$ cat config.mk
export PLATFORM = sky130hd
export DESIGN_NAME = nmea_sentence_frame_check
export DESIGN_NICKNAME = d
export VERILOG_FILES = /design/src/rtl/nsfc_pkg.sv /design/src/rtl/nsfc_front.sv /design/src/rtl/nsfc_queue.sv /design/src/rtl/nsfc_back.sv /design/src/rtl/nmea_sentence_frame_check.sv
export SDC_FILE = /design/constraint.sdc
export NUM_CORES = 1
export LEC_CHECK = 0
export BUFFER_PORTS_ARGS = -buffer_cell sky130_fd_sc_hd__clkbuf_2
export CAP_MARGIN = 10
export CORE_MARGIN = 2
export CORE_UTILIZATION = 45
export CTS_CLUSTER_DIAMETER = 150
export DETAILED_ROUTE_END_ITERATION = 16
export HOLD_SLACK_MARGIN = 0.05
export PLACE_DENSITY_LB_ADDON = 0.05
export RECOVER_POWER = 50
export SYNTH_ARGS = -nofsm -noshare
export SYNTH_HDL_FRONTEND = slang
export SYNTH_SLANG_ARGS = --single-unit
$ cat constraint.sdc
create_clock -name clk -period 5.2 [get_ports clk]
set_input_delay 0.26 -clock clk [delete_from_list [all_inputs] [get_ports clk]]
set_output_delay 0.26 -clock clk [all_outputs]
set_load 0.005 [all_outputs]
$ cat src/rtl/nsfc_pkg.sv
package nsfc_pkg;

  // default sizes
  localparam int LINE_CAPACITY_DEF = 80;
  localparam int QUEUE_DEPTH_DEF   = 4;
  localparam int LEN_W             = 8;
  localparam int CH_W              = 7;

  // line checks
  localparam int MIN_LEN   = 9;
  localparam int TAIL_LEN  = 3;
  localparam int COMMA_POS = 6;
  localparam int ID_LEN    = 5;

  // ascii codes
  localparam logic [CH_W-1:0] ASC_DOLLAR = 7'h24;
  localparam logic [CH_W-1:0] ASC_LF     = 7'h0a;
  localparam logic [CH_W-1:0] ASC_CR     = 7'h0d;
  localparam logic [CH_W-1:0] ASC_STAR   = 7'h2a;
  localparam logic [CH_W-1:0] ASC_COMMA  = 7'h2c;
  localparam logic [CH_W-1:0] ASC_SPACE  = 7'h20;
  localparam logic [CH_W-1:0] ASC_TAB    = 7'h09;
  localparam logic [CH_W-1:0] ASC_VT     = 7'h0b;
  localparam logic [CH_W-1:0] ASC_FF     = 7'h0c;
  localparam logic [CH_W-1:0] ASC_PLUS   = 7'h2b;
  localparam logic [CH_W-1:0] ASC_MINUS  = 7'h2d;
  localparam logic [CH_W-1:0] ASC_ZERO   = 7'h30;
  localparam logic [CH_W-1:0] ASC_NINE   = 7'h39;
  localparam logic [CH_W-1:0] ASC_LC_A   = 7'h61;
  localparam logic [CH_W-1:0] ASC_LC_F   = 7'h66;
  localparam logic [CH_W-1:0] ASC_UC_A   = 7'h41;
  localparam logic [CH_W-1:0] ASC_UC_F   = 7'h46;
  localparam logic [CH_W-1:0] ASC_LC_X   = 7'h78;
  localparam logic [CH_W-1:0] ASC_UC_X   = 7'h58;

  // sentence status codes
  typedef enum logic [2:0] {
    ST_OK        = 3'd0,
    ST_OVERFLOW  = 3'd1,
    ST_TOO_SHORT = 3'd2,
    ST_NO_STAR   = 3'd3,
    ST_STAR_POS  = 3'd4,
    ST_CHECKSUM  = 3'd5,
    ST_TALKER    = 3'd6
  } status_t;

  // character class found by the front end
  typedef enum logic [2:0] {
    CLS_OTHER  = 3'd0,
    CLS_DOLLAR = 3'd1,
    CLS_LF     = 3'd2,
    CLS_CR     = 3'd3,
    CLS_STAR   = 3'd4,
    CLS_COMMA  = 3'd5
  } char_cls_t;

  // queued word between front and back
  typedef struct packed {
    logic            restart;
    char_cls_t       cls;
    logic [CH_W-1:0] ch;
  } item_t;

  // result word, status in the low bits
  typedef struct packed {
    logic [3*CH_W-1:0] sentence_id;
    logic [2*CH_W-1:0] talker_id;
    logic              valid_res;
    logic              done_res;
    logic [2:0]        status;
  } result_t;

  // hex digit value, msb set when the character is a digit
  function automatic logic [4:0] hex_digit(input logic [CH_W-1:0] c);
    logic [4:0] r;
    r = 5'd0;
    if (c >= ASC_ZERO && c <= ASC_NINE) begin
      r = {1'b1, 4'(c - ASC_ZERO)};
    end else if (c >= ASC_LC_A && c <= ASC_LC_F) begin
      r = {1'b1, 4'(c - ASC_LC_A + 7'd10)};
    end else if (c >= ASC_UC_A && c <= ASC_UC_F) begin
      r = {1'b1, 4'(c - ASC_UC_A + 7'd10)};
    end
    return r;
  endfunction

  // base-16 parse of the two trailing characters, compared with the xor
  function automatic logic checksum_ok(input logic [CH_W-1:0] c0,
                                       input logic [CH_W-1:0] c1,
                                       input logic [CH_W-1:0] x);
    logic [4:0] d0;
    logic [4:0] d1;
    logic [7:0] mag;
    logic       neg;
    logic       lead_space;
    d0  = hex_digit(c0);
    d1  = hex_digit(c1);
    mag = 8'd0;
    neg = 1'b0;
    lead_space = (c0 == ASC_SPACE) || (c0 == ASC_TAB) || (c0 == ASC_VT) ||
                 (c0 == ASC_FF) || (c0 == ASC_LF) || (c0 == ASC_CR);
    if (lead_space) begin
      mag = d1[4] ? {4'd0, d1[3:0]} : 8'd0;
    end else if (c0 == ASC_PLUS || c0 == ASC_MINUS) begin
      neg = (c0 == ASC_MINUS);
      mag = d1[4] ? {4'd0, d1[3:0]} : 8'd0;
    end else if (d0[4]) begin
      if (c0 == ASC_ZERO && (c1 == ASC_LC_X || c1 == ASC_UC_X)) begin
        mag = 8'd0;
      end else if (d1[4]) begin
        mag = {d0[3:0], d1[3:0]};
      end else begin
        mag = {4'd0, d0[3:0]};
      end
    end
    if (neg) begin
      return (mag == 8'd0) && (x == '0);
    end
    return mag == {1'b0, x};
  endfunction

endpackage

$ cat src/rtl/nsfc_front.sv
module nsfc_front (
  input  logic                   s_axis_tvalid,
  output logic                   s_axis_tready,
  input  logic [7:0]             s_axis_tdata,  // [6:0] ch, [7] zero
  input  logic                   s_axis_tuser,  // [0] operation
  input  logic                   queue_full,
  output logic                   push,
  output nsfc_pkg::item_t        push_item
);

  logic [nsfc_pkg::CH_W-1:0] ch;

  assign ch = s_axis_tdata[nsfc_pkg::CH_W-1:0];

  // accept while the queue has room
  assign s_axis_tready = !queue_full;
  assign push          = s_axis_tvalid && !queue_full;

  // classify the incoming character
  always_comb begin
    push_item.restart = s_axis_tuser;
    push_item.ch      = ch;
    case (ch)
      nsfc_pkg::ASC_DOLLAR: push_item.cls = nsfc_pkg::CLS_DOLLAR;
      nsfc_pkg::ASC_LF:     push_item.cls = nsfc_pkg::CLS_LF;
      nsfc_pkg::ASC_CR:     push_item.cls = nsfc_pkg::CLS_CR;
      nsfc_pkg::ASC_STAR:   push_item.cls = nsfc_pkg::CLS_STAR;
      nsfc_pkg::ASC_COMMA:  push_item.cls = nsfc_pkg::CLS_COMMA;
      default:              push_item.cls = nsfc_pkg::CLS_OTHER;
    endcase
  end

endmodule

$ cat src/rtl/nsfc_queue.sv
module nsfc_queue #(
  parameter int DEPTH = nsfc_pkg::QUEUE_DEPTH_DEF
) (
  input  logic            clk,
  input  logic            rst,
  input  logic            push,
  input  nsfc_pkg::item_t push_item,
  output logic            full,
  input  logic            pop,
  output logic            empty,
  output nsfc_pkg::item_t pop_item
);

  localparam int PTR_W = (DEPTH > 1) ? $clog2(DEPTH) : 1;
  localparam int CNT_W = $clog2(DEPTH + 1);

  nsfc_pkg::item_t  entries [DEPTH];
  logic [PTR_W-1:0] wr_ptr;
  logic [PTR_W-1:0] rd_ptr;
  logic [CNT_W-1:0] count;

  assign full     = (count == CNT_W'(DEPTH));
  assign empty    = (count == '0);
  assign pop_item = entries[rd_ptr];

  // storage
  always_ff @(posedge clk) begin
    if (push) begin
      entries[wr_ptr] <= push_item;
    end
  end

  // pointers and fill count
  always_ff @(posedge clk) begin
    if (rst) begin
      wr_ptr <= '0;
      rd_ptr <= '0;
      count  <= '0;
    end else begin
      if (push) begin
        wr_ptr <= (wr_ptr == PTR_W'(DEPTH - 1)) ? '0 : wr_ptr + 1'b1;
      end
      if (pop) begin
        rd_ptr <= (rd_ptr == PTR_W'(DEPTH - 1)) ? '0 : rd_ptr + 1'b1;
      end
      if (push && !pop) begin
        count <= count + 1'b1;
      end else if (pop && !push) begin
        count <= count - 1'b1;
      end
    end
  end

endmodule

$ cat src/rtl/nsfc_back.sv
module nsfc_back #(
  parameter int LINE_CAPACITY = nsfc_pkg::LINE_CAPACITY_DEF
) (
  input  logic                    clk,
  input  logic                    rst,
  input  logic                    empty,
  input  nsfc_pkg::item_t         item,
  output logic                    pop,
  output logic                    m_axis_tvalid,
  input  logic                    m_axis_tready,
  output nsfc_pkg::result_t       result
);

  localparam int LEN_W = nsfc_pkg::LEN_W;
  localparam int CH_W  = nsfc_pkg::CH_W;

  // sentence state
  logic                 started, started_next;
  logic                 finished, finished_next;
  nsfc_pkg::status_t    error_code, error_code_next;
  logic [LEN_W-1:0]     line_length, line_length_next;
  logic [CH_W-1:0]      running_xor, running_xor_next;
  logic                 star_seen, star_seen_next;
  logic [LEN_W-1:0]     star_index, star_index_next;
  logic                 comma_seen, comma_seen_next;
  logic [LEN_W-1:0]     comma_index, comma_index_next;
  logic [CH_W-1:0]      id_letters [nsfc_pkg::ID_LEN];
  logic [CH_W-1:0]      id_letters_next [nsfc_pkg::ID_LEN];
  logic [CH_W-1:0]      last_two [2];
  logic [CH_W-1:0]      last_two_next [2];

  logic                 line_full;
  logic                 do_store;
  nsfc_pkg::status_t    check_code;
  nsfc_pkg::result_t    result_next;
  logic                 valid_next;

  // take a word when the output register is free or being drained
  assign pop = !empty && (!m_axis_tvalid || m_axis_tready);

  assign line_full = (line_length >= LEN_W'(LINE_CAPACITY));

  // a byte after '$' other than CR or LF goes into the line while it has room, and so does the '$' itself
  always_comb begin
    do_store = 1'b0;
    if (!item.restart && !finished) begin
      if (started) begin
        do_store = !line_full && item.cls != nsfc_pkg::CLS_LF &&
                   item.cls != nsfc_pkg::CLS_CR;
      end else begin
        do_store = (item.cls == nsfc_pkg::CLS_DOLLAR);
      end
    end
  end

  // end-of-line checks on the collected line
  always_comb begin
    if (line_length < LEN_W'(nsfc_pkg::MIN_LEN)) begin
      check_code = nsfc_pkg::ST_TOO_SHORT;
    end else if (!star_seen) begin
      check_code = nsfc_pkg::ST_NO_STAR;
    end else if (star_index != line_length - LEN_W'(nsfc_pkg::TAIL_LEN)) begin
      check_code = nsfc_pkg::ST_STAR_POS;
    end else if (!nsfc_pkg::checksum_ok(last_two[0], last_two[1], running_xor)) begin
      check_code = nsfc_pkg::ST_CHECKSUM;
    end else if (!comma_seen || comma_index != LEN_W'(nsfc_pkg::COMMA_POS)) begin
      check_code = nsfc_pkg::ST_TALKER;
    end else begin
      check_code = nsfc_pkg::ST_OK;
    end
  end

  // next state
  always_comb begin
    started_next     = started;
    finished_next    = finished;
    error_code_next  = error_code;
    line_length_next = line_length;
    running_xor_next = running_xor;
    star_seen_next   = star_seen;
    star_index_next  = star_index;
    comma_seen_next  = comma_seen;
    comma_index_next = comma_index;
    id_letters_next  = id_letters;
    last_two_next    = last_two;
    if (item.restart) begin
      started_next     = 1'b0;
      finished_next    = 1'b0;
      error_code_next  = nsfc_pkg::ST_OK;
      line_length_next = '0;
      running_xor_next = '0;
      star_seen_next   = 1'b0;
      star_index_next  = '0;
      comma_seen_next  = 1'b0;
      comma_index_next = '0;
      for (int i = 0; i < nsfc_pkg::ID_LEN; i++) begin
        id_letters_next[i] = '0;
      end
      last_two_next[0] = '0;
      last_two_next[1] = '0;
    end else if (!finished) begin
      if (!started && item.cls == nsfc_pkg::CLS_DOLLAR) begin
        started_next = 1'b1;
      end
      if (started && line_full) begin
        error_code_next = nsfc_pkg::ST_OVERFLOW;
      end else if (started && item.cls == nsfc_pkg::CLS_LF) begin
        finished_next   = 1'b1;
        error_code_next = check_code;
      end
      if (do_store) begin
        for (int i = 0; i < nsfc_pkg::ID_LEN; i++) begin
          if (line_length == LEN_W'(i + 1)) begin
            id_letters_next[i] = item.ch;
          end
        end
        if (line_length != '0 && !star_seen) begin
          if (item.cls == nsfc_pkg::CLS_STAR) begin
            star_seen_next  = 1'b1;
            star_index_next = line_length;
          end else begin
            running_xor_next = running_xor ^ item.ch;
          end
        end
        if (item.cls == nsfc_pkg::CLS_COMMA && !comma_seen) begin
          comma_seen_next  = 1'b1;
          comma_index_next = line_length;
        end
        last_two_next[0] = last_two[1];
        last_two_next[1] = item.ch;
        line_length_next = line_length + 1'b1;
      end
    end
  end

  // result word from the updated state
  always_comb begin
    valid_next              = finished_next && (error_code_next == nsfc_pkg::ST_OK);
    result_next.status      = error_code_next;
    result_next.done_res    = finished_next;
    result_next.valid_res   = valid_next;
    result_next.talker_id   = valid_next ? {id_letters[0], id_letters[1]} : '0;
    result_next.sentence_id = valid_next ?
                              {id_letters[2], id_letters[3], id_letters[4]} : '0;
  end

  // state registers
  always_ff @(posedge clk) begin
    if (rst) begin
      started     <= 1'b0;
      finished    <= 1'b0;
      error_code  <= nsfc_pkg::ST_OK;
      line_length <= '0;
      running_xor <= '0;
      star_seen   <= 1'b0;
      star_index  <= '0;
      comma_seen  <= 1'b0;
      comma_index <= '0;
      for (int i = 0; i < nsfc_pkg::ID_LEN; i++) begin
        id_letters[i] <= '0;
      end
      last_two[0] <= '0;
      last_two[1] <= '0;
    end else if (pop) begin
      started     <= started_next;
      finished    <= finished_next;
      error_code  <= error_code_next;
      line_length <= line_length_next;
      running_xor <= running_xor_next;
      star_seen   <= star_seen_next;
      star_index  <= star_index_next;
      comma_seen  <= comma_seen_next;
      comma_index <= comma_index_next;
      id_letters  <= id_letters_next;
      last_two    <= last_two_next;
    end
  end

  // output register
  always_ff @(posedge clk) begin
    if (rst) begin
      m_axis_tvalid <= 1'b0;
    end else if (pop) begin
      m_axis_tvalid <= 1'b1;
    end else if (m_axis_tready) begin
      m_axis_tvalid <= 1'b0;
    end
  end

  always_ff @(posedge clk) begin
    if (pop) begin
      result <= result_next;
    end
  end

endmodule

$ cat src/rtl/nmea_sentence_frame_check.sv
// NMEA sentence framing and checksum check.
// Input stream: one word per received character; tdata[6:0] carries the
// ASCII byte, tuser[0] set means restart (clear all sentence state).
// Output stream: exactly one result word for every input word, in order,
// restart words included. tdata packs status, done, valid, the two talker
// letters and the three sentence-type letters, lowest first.
// Characters before '$' are ignored, CR is dropped, LF closes the line and
// the length, '*' position, checksum and first-comma position are checked.
// From input acceptance to output tvalid a word passes the queue and then
// the output register: the front end classifies combinationally and writes
// the queue at the accepting edge, and the back end pops the word into the
// output register. Throughput is one word per cycle while the receiver
// does not stall the output register.
// When the receiver stalls, the output register holds its word and the
// queue (QUEUE_DEPTH words) keeps absorbing input until it fills, then
// s_axis_tready drops. Reset clears the queue, the output tvalid and the
// sentence state; no output word is pending after reset.
module nmea_sentence_frame_check #(
  parameter int LINE_CAPACITY = nsfc_pkg::LINE_CAPACITY_DEF,
  parameter int QUEUE_DEPTH   = nsfc_pkg::QUEUE_DEPTH_DEF
) (
  input  logic        clk,
  input  logic        rst,
  input  logic        s_axis_tvalid,
  output logic        s_axis_tready,
  input  logic [7:0]  s_axis_tdata,   // [6:0] ch, [7] zero
  input  logic        s_axis_tuser,   // [0] operation
  output logic        m_axis_tvalid,
  input  logic        m_axis_tready,
  output logic [39:0] m_axis_tdata    // [2:0] status, [3] done_res, [4] valid_res,
                                      // [18:5] talker_id, [39:19] sentence_id
);

  logic              queue_full;
  logic              queue_empty;
  logic              push;
  logic              pop;
  nsfc_pkg::item_t   push_item;
  nsfc_pkg::item_t   pop_item;
  nsfc_pkg::result_t result;

  // classify and accept
  nsfc_front u_front (
    .s_axis_tvalid (s_axis_tvalid),
    .s_axis_tready (s_axis_tready),
    .s_axis_tdata  (s_axis_tdata),
    .s_axis_tuser  (s_axis_tuser),
    .queue_full    (queue_full),
    .push          (push),
    .push_item     (push_item)
  );

  // decoupling queue
  nsfc_queue #(
    .DEPTH (QUEUE_DEPTH)
  ) u_queue (
    .clk       (clk),
    .rst       (rst),
    .push      (push),
    .push_item (push_item),
    .full      (queue_full),
    .pop       (pop),
    .empty     (queue_empty),
    .pop_item  (pop_item)
  );

  // sentence state and result
  nsfc_back #(
    .LINE_CAPACITY (LINE_CAPACITY)
  ) u_back (
    .clk           (clk),
    .rst           (rst),
    .empty         (queue_empty),
    .item          (pop_item),
    .pop           (pop),
    .m_axis_tvalid (m_axis_tvalid),
    .m_axis_tready (m_axis_tready),
    .result        (result)
  );

  assign m_axis_tdata = result;

endmodule

# Word-level counts from Yosys, hierarchy flattened
# Memories as Yosys holds them, arrays and structs flattened. A register that Yosys moved wholly into a read port is not among the register bits.
# Index checks and enable logic that the tools add are counted.
[classes]
n_addsub = 16
order_cmp = 14
n_eq_ne = 35
n_mux = 101
bitwise = 1
n_reduce_logical = 68
[ops]
columns = ["cell", "n"]
rows = [
  ["2-to-1 mux 8 bit", 20],
  ["2-to-1 mux 35 bit", 3],
  ["2-to-1 mux 7 bit", 10],
  ["2-to-1 mux 5 bit", 12],
  ["== test 7 x 4 -> 1 bit (second input constant)", 7],
  ["== test 7 x 6 -> 1 bit (second input constant)", 7],
  ["2-to-1 mux 14 bit", 3],
  ["2-to-1 mux 1 bit", 36],
  ["2-to-1 mux 3 bit", 11],
  ["greater-or-equal comparator 7 bit (second input constant)", 4],
  ["less-or-equal comparator 7 bit (second input constant)", 4],
  ["AND reduction 4 bit", 6],
  ["nonzero test 2 bit", 12],
  ["subtractor 4 x 1 -> 4 bit (second input constant)", 6],
  ["logical AND 1 bit", 21],
  ["adder 4 bit (second input constant)", 4],
  ["== test 8 x 2 -> 1 bit (second input constant)", 2],
  ["== test 8 x 3 -> 1 bit (second input constant)", 2],
  ["case mux 3 bit (5 select lines)", 1],
  ["== test 7 bit (second input constant)", 2],
  ["greater-or-equal comparator 7 x 6 -> 1 bit (second input constant)", 2],
  ["less-or-equal comparator 7 x 6 -> 1 bit (second input constant)", 2],
  ["zero test 1 bit", 11],
  ["AND reduction 5 bit", 2],
  ["other kinds (26)", 45],
]
[word_totals]
regBits = 135
mem_bits_rw = 44
inputBits = 13
word_cells = 261
memories = 1
[mem_list]
columns = ["name", "depth", "width", "rd", "rd_clocked_by_memory_dff", "wr", "line_no", "rtl"]
rows = [
  ["u_queue.entries", 4, 11, 1, 1, 1, "nsfc_queue.sv:17", "nsfc_pkg::item_t entries [DEPTH];"],
]

# Longest topological paths before layout
# Gate-level depths: netlist (run 1).
[logic_depth]
ltp_word = 33
depth_mapped = 15
ltp_nobuf = 12

# Hierarchy
# Synthesis (run 1) repeated with hierarchy kept, for this count alone.
[hier_totals]
cells_unflattened = 808
hier_area_um2 = 8697.1
[modules_own_cells]
columns = ["module", "instances", "cells_each", "area_each_um2"]
rows = [
  ["nsfc_back", 1, 687, 6518.8],
  ["nsfc_queue", 1, 101, 2029.4],
  ["nsfc_front", 1, 20, 148.9],
]

# Worst setup path after synthesis (run 1)
# Ideal clock, no wire load.
[synth_path]
path_type = "register to register"
from = "reg u_back.last_two[8] (netlist name)"
to = "reg u_back.result[18] (netlist name)"
arrival_time_ps = 3333
path_slack_ps = 1609
stages_incl_launch_ff = 15
synth_period_minus_slack_ps = 3591
cell_sequence = "dfxtp_1 > clkbuf_1 > inv_1 > ha_1 > nor4_1 > nor2_1 > a22oi_1 > o21ai_0 > a211o_1 > a2111o_2 > a2111oi_2 > o22a_2 > buf_8 > buf_12 > nor4b_2"
[synth_via]
elab_chain_len = 33
[synth_lines]
columns = ["element", "line_no", "rtl"]
rows = [
  ["start: declaration", "nsfc_back.sv:29", "logic [CH_W-1:0] last_two [2];"],
  ["start signal: assignment", "nsfc_back.sv:175", "last_two <= last_two_next;"],
  ["subtractor 4 x 1 -> 4 bit, or another cell as far along", "nsfc_pkg.sv:80, nsfc_pkg.sv:82", ""],
  ["adder 4 bit / logical AND 1 bit (equally long branches)", "nsfc_pkg.sv:80, nsfc_pkg.sv:82, nsfc_pkg.sv:81", ""],
  ["2-to-1 mux 5 bit", "nsfc_pkg.sv:81", "end else if (c >= ASC_UC_A && c <= ASC_UC_F) begin"],
  ["2-to-1 mux 5 bit", "nsfc_pkg.sv:79", "end else if (c >= ASC_LC_A && c <= ASC_LC_F) begin"],
  ["2-to-1 mux 5 bit", "nsfc_pkg.sv:77", "if (c >= ASC_ZERO && c <= ASC_NINE) begin"],
  ["2-to-1 mux 5 bit", "nsfc_back.sv:62", "end else if (star_index != line_length - LEN_W'(nsfc_pkg::TAIL_LEN)) begin"],
  ["2-to-1 mux 5 bit", "nsfc_back.sv:60", "end else if (!star_seen) begin"],
  ["2-to-1 mux 5 bit", "nsfc_back.sv:58", "if (line_length < LEN_W'(nsfc_pkg::MIN_LEN)) begin"],
  ["[17 not listed]", "--", ""],
  ["2-to-1 mux 3 bit *", "nsfc_back.sv:60", ""],
  ["2-to-1 mux 3 bit *", "nsfc_back.sv:58", ""],
  ["2-to-1 mux 3 bit *", "nsfc_back.sv:107", "end else if (started && item.cls == nsfc_pkg::CLS_LF) begin"],
  ["2-to-1 mux 3 bit *", "nsfc_back.sv:105", "if (started && line_full) begin"],
  ["2-to-1 mux 3 bit *", "nsfc_back.sv:101", "end else if (!finished) begin"],
  ["2-to-1 mux 3 bit *", "nsfc_back.sv:86", "if (item.restart) begin"],
  ["zero test 3 bit *", "nsfc_back.sv:138", "valid_next = finished_next && (error_code_next == nsfc_pkg::ST_OK);"],
  ["logical AND 1 bit *", "nsfc_back.sv:138", ""],
]
# Mark *: on every way between the ends. The rest lies on a longest branch, timed or not. The select of a mux whose other input is x is not followed.
# A chain may end at the register's enable or synchronous reset.

# Worst setup path after layout (run 1)
[layout_path]
from = "reg u_back.last_two[0] (netlist name)"
to = "reg u_back.result[12] (netlist name)"
[layout_via]
elab_chain_len = 33
[layout_lines]
columns = ["element", "line_no"]
rows = [
  ["subtractor 4 x 1 -> 4 bit, or another cell as far along", "nsfc_pkg.sv:80, nsfc_pkg.sv:82"],
  ["adder 4 bit / logical AND 1 bit (equally long branches)", "nsfc_pkg.sv:80, nsfc_pkg.sv:82, nsfc_pkg.sv:81"],
  ["2-to-1 mux 5 bit", "nsfc_pkg.sv:81"],
  ["2-to-1 mux 5 bit", "nsfc_pkg.sv:79"],
  ["2-to-1 mux 5 bit", "nsfc_pkg.sv:77"],
  ["2-to-1 mux 5 bit", "nsfc_back.sv:62"],
  ["2-to-1 mux 5 bit", "nsfc_back.sv:60"],
  ["2-to-1 mux 5 bit", "nsfc_back.sv:58"],
  ["[17 not listed]", "--"],
  ["2-to-1 mux 3 bit *", "nsfc_back.sv:60"],
  ["2-to-1 mux 3 bit *", "nsfc_back.sv:58"],
  ["2-to-1 mux 3 bit *", "nsfc_back.sv:107"],
  ["2-to-1 mux 3 bit *", "nsfc_back.sv:105"],
  ["2-to-1 mux 3 bit *", "nsfc_back.sv:101"],
  ["2-to-1 mux 3 bit *", "nsfc_back.sv:86"],
  ["zero test 3 bit *", "nsfc_back.sv:138"],
  ["logical AND 1 bit *", "nsfc_back.sv:138"],
]
# Marks and branches as above.

==> results of run 1 <==
## Yosys cell counts, types with 4 or more instances
cell type    n  area share
buf_2        5      0.0029
or2_2        5      0.0036
ha_1        19       0.027
inv_1       20      0.0086
nand2_1     34       0.015
nor4b_2     29       0.050
xnor2_1     12       0.012
and2_1       9      0.0065
and3_1       8      0.0057
a22oi_1     53       0.046
buf_6        4      0.0052
nor3_1      10      0.0057
nand3_1      5      0.0029
nand3b_1    10      0.0086
a211oi_1     4      0.0034
nand4_1      8      0.0057
a21oi_1     41       0.024
o21ai_0     24       0.014
xor2_1      14       0.014
nand2b_1    12      0.0086
edfxtp_1    84        0.29
nor4_1       4      0.0029
o211ai_1     7      0.0060
a21oi_2      6      0.0060
dfxtp_1     97        0.22
and2_0       7      0.0050
nor2_1     110       0.047
mux4_2      11       0.028
buf_1        5      0.0022
nor4b_1      9      0.0090
nor3b_1      8      0.0069
buf_4        4      0.0034
nor2b_1     13      0.0093
clkbuf_1    35       0.015
## final timing paths
| check | startpoint | endpoint | cells after the start |
|---|---|---|---|
| setup / recovery | u_back.last_two[0]$_SDFFE_PP0P_ | u_back.result[12]$_SDFFCE_PN0P_ | 13 |
| hold / removal | m_axis_tready | u_back.m_axis_tvalid$_SDFFE_PP0P_ | 4 |
| setup reg to reg | u_back.last_two[0]$_SDFFE_PP0P_ | u_back.result[12]$_SDFFCE_PN0P_ | 13 |
| hold reg to reg | u_back.error_code[2]$_SDFFE_PP0P_ | u_back.error_code[2]$_SDFFE_PP0P_ | 2 |
## tightest hold or removal path: cells and delay by family
family	cells	cell delay, ns
buffers and inverters	2	0.11
AND/OR/NAND/NOR	1	0.06
AO/OA/AOI/OAI	1	0.05
## final cells by class
cell class | count | area [µm²]
Clock inverter | 15 | 136.4
Tap cell | 260 | 325.3
Clock buffer | 17 | 425.4
Timing Repair Buffer | 70 | 375.4
Multi-Input combinational cell | 532 | 3851
Inverter | 21 | 78.83
Sequential cell | 181 | 4464
Fill cell | 1672 | 9174
## registers in the layout (all words and copies together) (netlist names), 3 cells and up, named ones only
| signal | count |
|---|---|
| u_back.comma_index | 8 |
| u_queue.entries | 44 |
| u_back.id_letters | 35 |
| u_back.error_code | 3 |
| u_back.line_length | 8 |
| u_back.last_two | 14 |
| u_queue.count | 3 |
| u_back.star_index | 8 |
| u_back.result | 40 |
| u_back.running_xor | 7 |
## cells by family after synthesis
family	after synthesis	share of synthesized area
flops	181	0.5125
fa+ha+maj	20	0.02959
xor+xnor	26	0.02614
simple gates	300	0.2114
mux	14	0.03189
buf+inv	78	0.04639
compound gates	172	0.1421
## metal layers
layer	part of all wire	vias up	track usage
li1	-	2985	-
met1	0.46	2962	0.2534
met2	0.48	139	0.3165
met3	0.040	24	0.03622
met4	0.022	0	0.06670
met5	0	-	0
## power by group through the flow
stage	logic, µW	clock network [µW]	registers, µW
4_1_cts	1120	1260	1880
3_3_place_gp	1090	0	1910
3_5_place_dp	1120	0	1920
6_report	1090	1230	1890
2_1_floorplan	725	0	1900
5_1_grt	1200	1320	1920
## metrics by stage
step	cells	util	instance area, µm²	worst slack, ns
global placement	1062	0.4838	9110	0.8437
CTS	1096	0.5147	9692	0.7457
detailed placement	1062	0.4838	9110	0.7314
floorplan	791	-	8711	1.609
finish	1096	0.5128	9657	0.7627
global route	1096	0.5128	9657	0.4186
==> run_results.csv, run 1 <==
group,metric,value,unit
worst_setup_path,cp_slowest_stage_delay,0.82,ns
flow_run,cap_violations,1,
yosys,synth_nets,824,
clock_tree,ctsHoldBuffers,2,
clock_tree,cts_tree,"done",
timing,tightest_slew,2.197,ns
routing,drtIter0Drc,487,
clock_tree,cts_buffer_depth,2,
yosys,synth_ff_type,"dfxtp_1",
timing,fmax,225.4,MHz
cells_and_area,drive_gt1_frac,0.1675,
floorplan,initial_core_util,0.4626,
cells_and_area,final_cell_mix,"110 x nor2_1, 97 x dfxtp_1, 84 x edfxtp_1",
grt,grt_usage,0.1919,
grt,grt_first_pass_wirelength,30.60,mm
hold_path,hp-class,"input pin to flop",
grt,grt_max_degree,80,
routing,routed_via_density,5.575,
power_and_ir_drop,power_frac_clock,0.293,
routing,wl_per_cell,17.46,µm
timing,hold_viol,0,
clock_tree,h-tree-depth,4,
timing,hold_ws,0.09216,ns
worst_setup_path,crit_family,"compound AO/OA/AOI/OAI gates",
cells_and_area,num-nets-final,856,
clock_tree,clk_pin_slew_worst_paths,0.07,ns
power_and_ir_drop,p_int,2780,µW
timing,fin_skew,0.01011,ns
timing,fin_crit_sh,0.8533,
floorplan,ios,55,
power_and_ir_drop,seq_power_share,0.448,
yosys,ys_seq_area_frac,0.5125,
worst_setup_path,worstSetupPathType,"flop to flop",
clock_tree,cts_setup_buffers,0,
run_status,violations,"capacitance limit, slew limit",
worst_setup_path,critPathSlowestCell,"a2111oi_1",
yosys,yosysUniqueCellTypes,79,
yosys,synth_area,0.008711,mm²
timing,setup_tns,0,ns
power_and_ir_drop,p_leak,0.003233,µW
run_status,status,"complete, but fails checks",
worst_setup_path,required,5.36,ns
yosys,syn_inst,791,
grt,antenna_found_initial,0,
grt,grt_overflow_total,0,
routing,routed_wl,19.14,mm
routing,vias,6110,
power_and_ir_drop,ir_drop,0.2546,mV
routing,postRouteAntennaNets,0,
yosys,yosysWarningCount,0,
cells_and_area,mostFrequentLayoutCell,"nor2_1",
worst_setup_path,cp_data_arrival_time,4.59,ns
routing,drtPass1Iterations,5,
power_and_ir_drop,p_sw,1434,µW
clock_tree,cts_root_buffer,"clkbuf_16",
yosys,ys_ff_latch,181,
routing,drcViolationCount,0,
worst_setup_path,cp_max_fo,37,
clock_tree,cts_sinks,181,
place,place.port_buffers,53,
cells_and_area,syn2layout_area_growth,10.86,%
timing,max_slew_margin,-0.4644,
timing,rsz0062_at_grt,"false",
yosys,asyncSetResetFlopFracSynth,0,
floorplan,die_w,143.1,µm
clock_tree,worstSkewPairLatency,0.43,ns
grt,grt_pass1_vias,5829,
worst_setup_path,start_kind,"flop",
place,hpwl,12.84,mm
worst_setup_path,worstPathCellList,"inv_1, ha_1, nor2b_1, a2111oi_4, o21a_1, a31o_2, nand2_1, a2111oi_1, nor2_1, a2111oi_2, o22a_2, buf_12, nor4b_2",
floorplan,rows,50,
worst_setup_path,r2r_slack,0.76,ns
floorplan,core_area,0.01883,mm²
yosys,syn_area_per_cell,11.01,µm²
cells_and_area,n_antenna_cell,0,
floorplan,dieArea,0.02049,mm²
clock_tree,cts_made_buffers,17,
power_and_ir_drop,p_comb_frac,0.259,
timing,finalCriticalPeriod,4.437,ns
worst_setup_path,critPathBufInv,2,
power_and_ir_drop,p_total,4214,µW
yosys,synth_edf_count,84,
floorplan,dieHeight,143.1,µm
timing,setup-violations-final,0,
clock_tree,postCtsResizedCells,0,
timing,final_max_slew_viol_count,42,
power_and_ir_drop,p_sw_frac,0.3404,
worst_setup_path,endpoint_kind,"flop",
power_and_ir_drop,power_density,436.4,mW/mm²
place,place.gp.congestion,0.7937,
Note: power is estimated with default switching activity, not from simulation.
==> run 2: changes to the inputs <==
==> constraint.sdc (replaced) <==
create_clock -name clk -period 4 [get_ports clk]
set_input_delay 0.2 -clock clk [delete_from_list [all_inputs] [get_ports clk]]
set_output_delay 0.2 -clock clk [all_outputs]
set_load 0.005 [all_outputs]
==> run_results.csv, run 2 (synthesis gave the netlist of run 1 again) <==
group,metric,value,unit
grt,grt_max_degree,46,
floorplan,dieHeight,143.1,µm
clock_tree,cts_tree,"done",
power_and_ir_drop,p_leak,0.003334,µW
routing,drcViolationCount,0,
grt,grt_first_pass_wirelength,31.84,mm
place,place.gp.congestion,0.8210,
worst_setup_path,r2r.worst_path.cells,13,
cells_and_area,largest_register_ff_count,44,
timing,setup-violations-final,0,
cells_and_area,syn2layout_area_growth,13.29,%
power_and_ir_drop,p_total,5647,µW
hold_path,hp-class,"input pin to flop",
cells_and_area,drive_gt1_frac,0.1772,
worst_setup_path,crit_family,"compound AO/OA/AOI/OAI gates",
grt,grt_overflow_total,0,
clock_tree,cts_sinks,181,
routing,routed_wl,19.30,mm
place,hpwl,13.03,mm
worst_setup_path,cp_data_arrival_time,3.96,ns
routing,routed_via_density,5.533,
routing,vias,6153,
grt,antenna_found_initial,0,
routing,drt-met1-wl,8.907,mm
worst_setup_path,regToRegEndpoint,"u_back.result[11]$_SDFFCE_PN0P_",
clock_tree,h-tree-depth,4,
floorplan,ios,55,
worst_setup_path,cp_slowest_stage_delay,0.50,ns
cells_and_area,mostFrequentLayoutCell,"nor2_1",
routing,wl_per_cell,17.36,µm
cells_and_area,final_cell_mix,"110 x nor2_1, 96 x dfxtp_1, 84 x edfxtp_1",
clock_tree,cts_buffer_depth,2,
worst_setup_path,critPathBufInv,2,
worst_setup_path,endpoint_kind,"flop",
worst_setup_path,rr_startpoint,"u_back.last_two[1]$_SDFFE_PP0P_",
floorplan,rows,50,
flow_run,cap_violations,3,
grt,grt_pass1_vias,6056,
cells_and_area,fillers,1676,
cells_and_area,largestRegisters,"u_queue.entries (44), u_back.result (40), u_back.id_letters (35)",
worst_setup_path,cp_max_fo,37,
worst_setup_path,r2r_slack,0.21,ns
routing,drtIter0Drc,415,
clock_tree,cts_made_buffers,17,
cells_and_area,num-nets-final,872,
run_status,violations,"capacitance limit, slew limit",
routing,wl_met2,9.374,mm
worst_setup_path,critPathSlowestCell,"a2111o_2",
clock_tree,worstSkewPairLatency,0.43,ns
floorplan,die_w,143.1,µm
timing,fin_skew,0.009657,ns
timing,setup_tns,0,ns
routing,drtPass1Iterations,4,
worst_setup_path,worstPathCellList,"inv_1, ha_1, or4_1, nand3_2, o21a_2, a31o_2, nand2_1, a211o_1, a2111o_2, a2111oi_2, o22a_2, buf_12, nor4b_2",
timing,rsz0062_at_grt,"false",
floorplan,dieArea,0.02049,mm²
worst_setup_path,worstSetupPathType,"flop to flop",
routing,topRoutingLayerUsed,"met4",
clock_tree,cts_root_buffer,"clkbuf_16",
timing,hold_viol,0,
floorplan,core_area,0.01883,mm²
floorplan,initial_core_util,0.4626,
worst_setup_path,start_kind,"flop",
cells_and_area,regMostFlops,"u_queue.entries",
clock_tree,cts_setup_buffers,0,
timing,tightest_slew,2.420,ns
timing,final_max_slew_viol_count,128,
clock_tree,clk_pin_slew_worst_paths,0.07,ns
worst_setup_path,cp_num_cells,13,
place,place.port_buffers,53,
routing,postRouteAntennaNets,0,
power_and_ir_drop,power_density,572.2,mW/mm²
worst_setup_path,critPathLaunch,"u_back.last_two[1]$_SDFFE_PP0P_",
timing,fmax,263.9,MHz
grt,grt_usage,0.1994,
power_and_ir_drop,ir_drop,0.3864,mV
run_status,status,"complete, but fails checks",
cells_and_area,n_antenna_cell,0,
routing,wl_met3,663,µm
timing,fin_crit_sh,0.9474,
timing,max_slew_margin,-0.6132,
worst_setup_path,required,4.17,ns
timing,finalCriticalPeriod,3.790,ns
worst_setup_path,crit_end,"u_back.result[11]$_SDFFCE_PN0P_",
run 2: tightest hold or removal path: stages:
cell and delay (ns):
clkbuf_2 0.11, and2_1 0.19, a21oi_1 0.13, nor2_1 0.05
run 2: repair_timing:
| item | CTS | global route |
|---|---|---|
| hold endpoints to repair | 33 | 0 |
| resized for setup | 0 | 5 |
| setup endpoints to repair | 0 | 37 |
| hold buffers | 9 | 0 |
run 2: area by class of cell:
class | count | area, µm² | area share
inverters | 21 | 78.83 | 0.007988
multi-input cells | 532 | 3862 | 0.3914
clock inverters | 15 | 180.2 | 0.01826
well taps | 260 | 325.3 | 0.03297
clock buffers | 17 | 425.4 | 0.04311
repair buffers | 86 | 530.5 | 0.05376
flip-flops and latches | 181 | 4466 | 0.4525
run 2: report_power, final:
part / switching [µW] / total [µW] / leakage, µW / internal [µW]
clock network: 778 / 1730 / 0.000294 / 950
registers: 158 / 2450 / 0.00159 / 2300
logic: 934 / 1470 / 0.00145 / 531
run 2: worst min-delay path by stage:
stage | startpoint | end | slack [ns] | cells past startpoint
2_1_floorplan | s_axis_tdata[0] | u_queue.entries[0][0]$_DFFE_PP_ | 0.30 | 0
3_3_place_gp | s_axis_tuser | u_queue.entries[2][10]$_DFFE_PP_ | 0.42 | 1
3_5_place_dp | s_axis_tuser | u_queue.entries[3][10]$_DFFE_PP_ | 0.44 | 1
4_1_cts | s_axis_tvalid | u_queue.wr_ptr[0]$_SDFFE_PP0P_ | 0.26 | 4
5_1_grt | s_axis_tvalid | u_queue.wr_ptr[0]$_SDFFE_PP0P_ | 0.33 | 4
6_report | s_axis_tvalid | u_queue.wr_ptr[0]$_SDFFE_PP0P_ | 0.29 | 4
run 2: per-layer routing:
layer	global-route usage	vias to the layer above
li1	-	3001
met1	0.2621	3015
met2	0.3369	121
met3	0.03353	16
met4	0.06201	0
met5	0	-
run 2: per-stage QoR:
| step | setup slack [ns] | hold slack (ns) | instance area, µm² | utilization | instances |
|---|---|---|---|---|---|
| after CTS | 0.1017 | 0.2643 | 9898 | 0.5256 | 1112 |
| after global placement | 0.2312 | 0.4190 | 9203 | 0.4887 | 1071 |
| after global routing | 0.001209 | 0.3333 | 9868 | 0.5241 | 1112 |
| after detailed placement | 0.1146 | 0.4358 | 9203 | 0.4887 | 1071 |
| final | 0.2104 | 0.2870 | 9868 | 0.5241 | 1112 |
| after floorplan | 0.4090 | 0.2989 | 8711 | - | 791 |
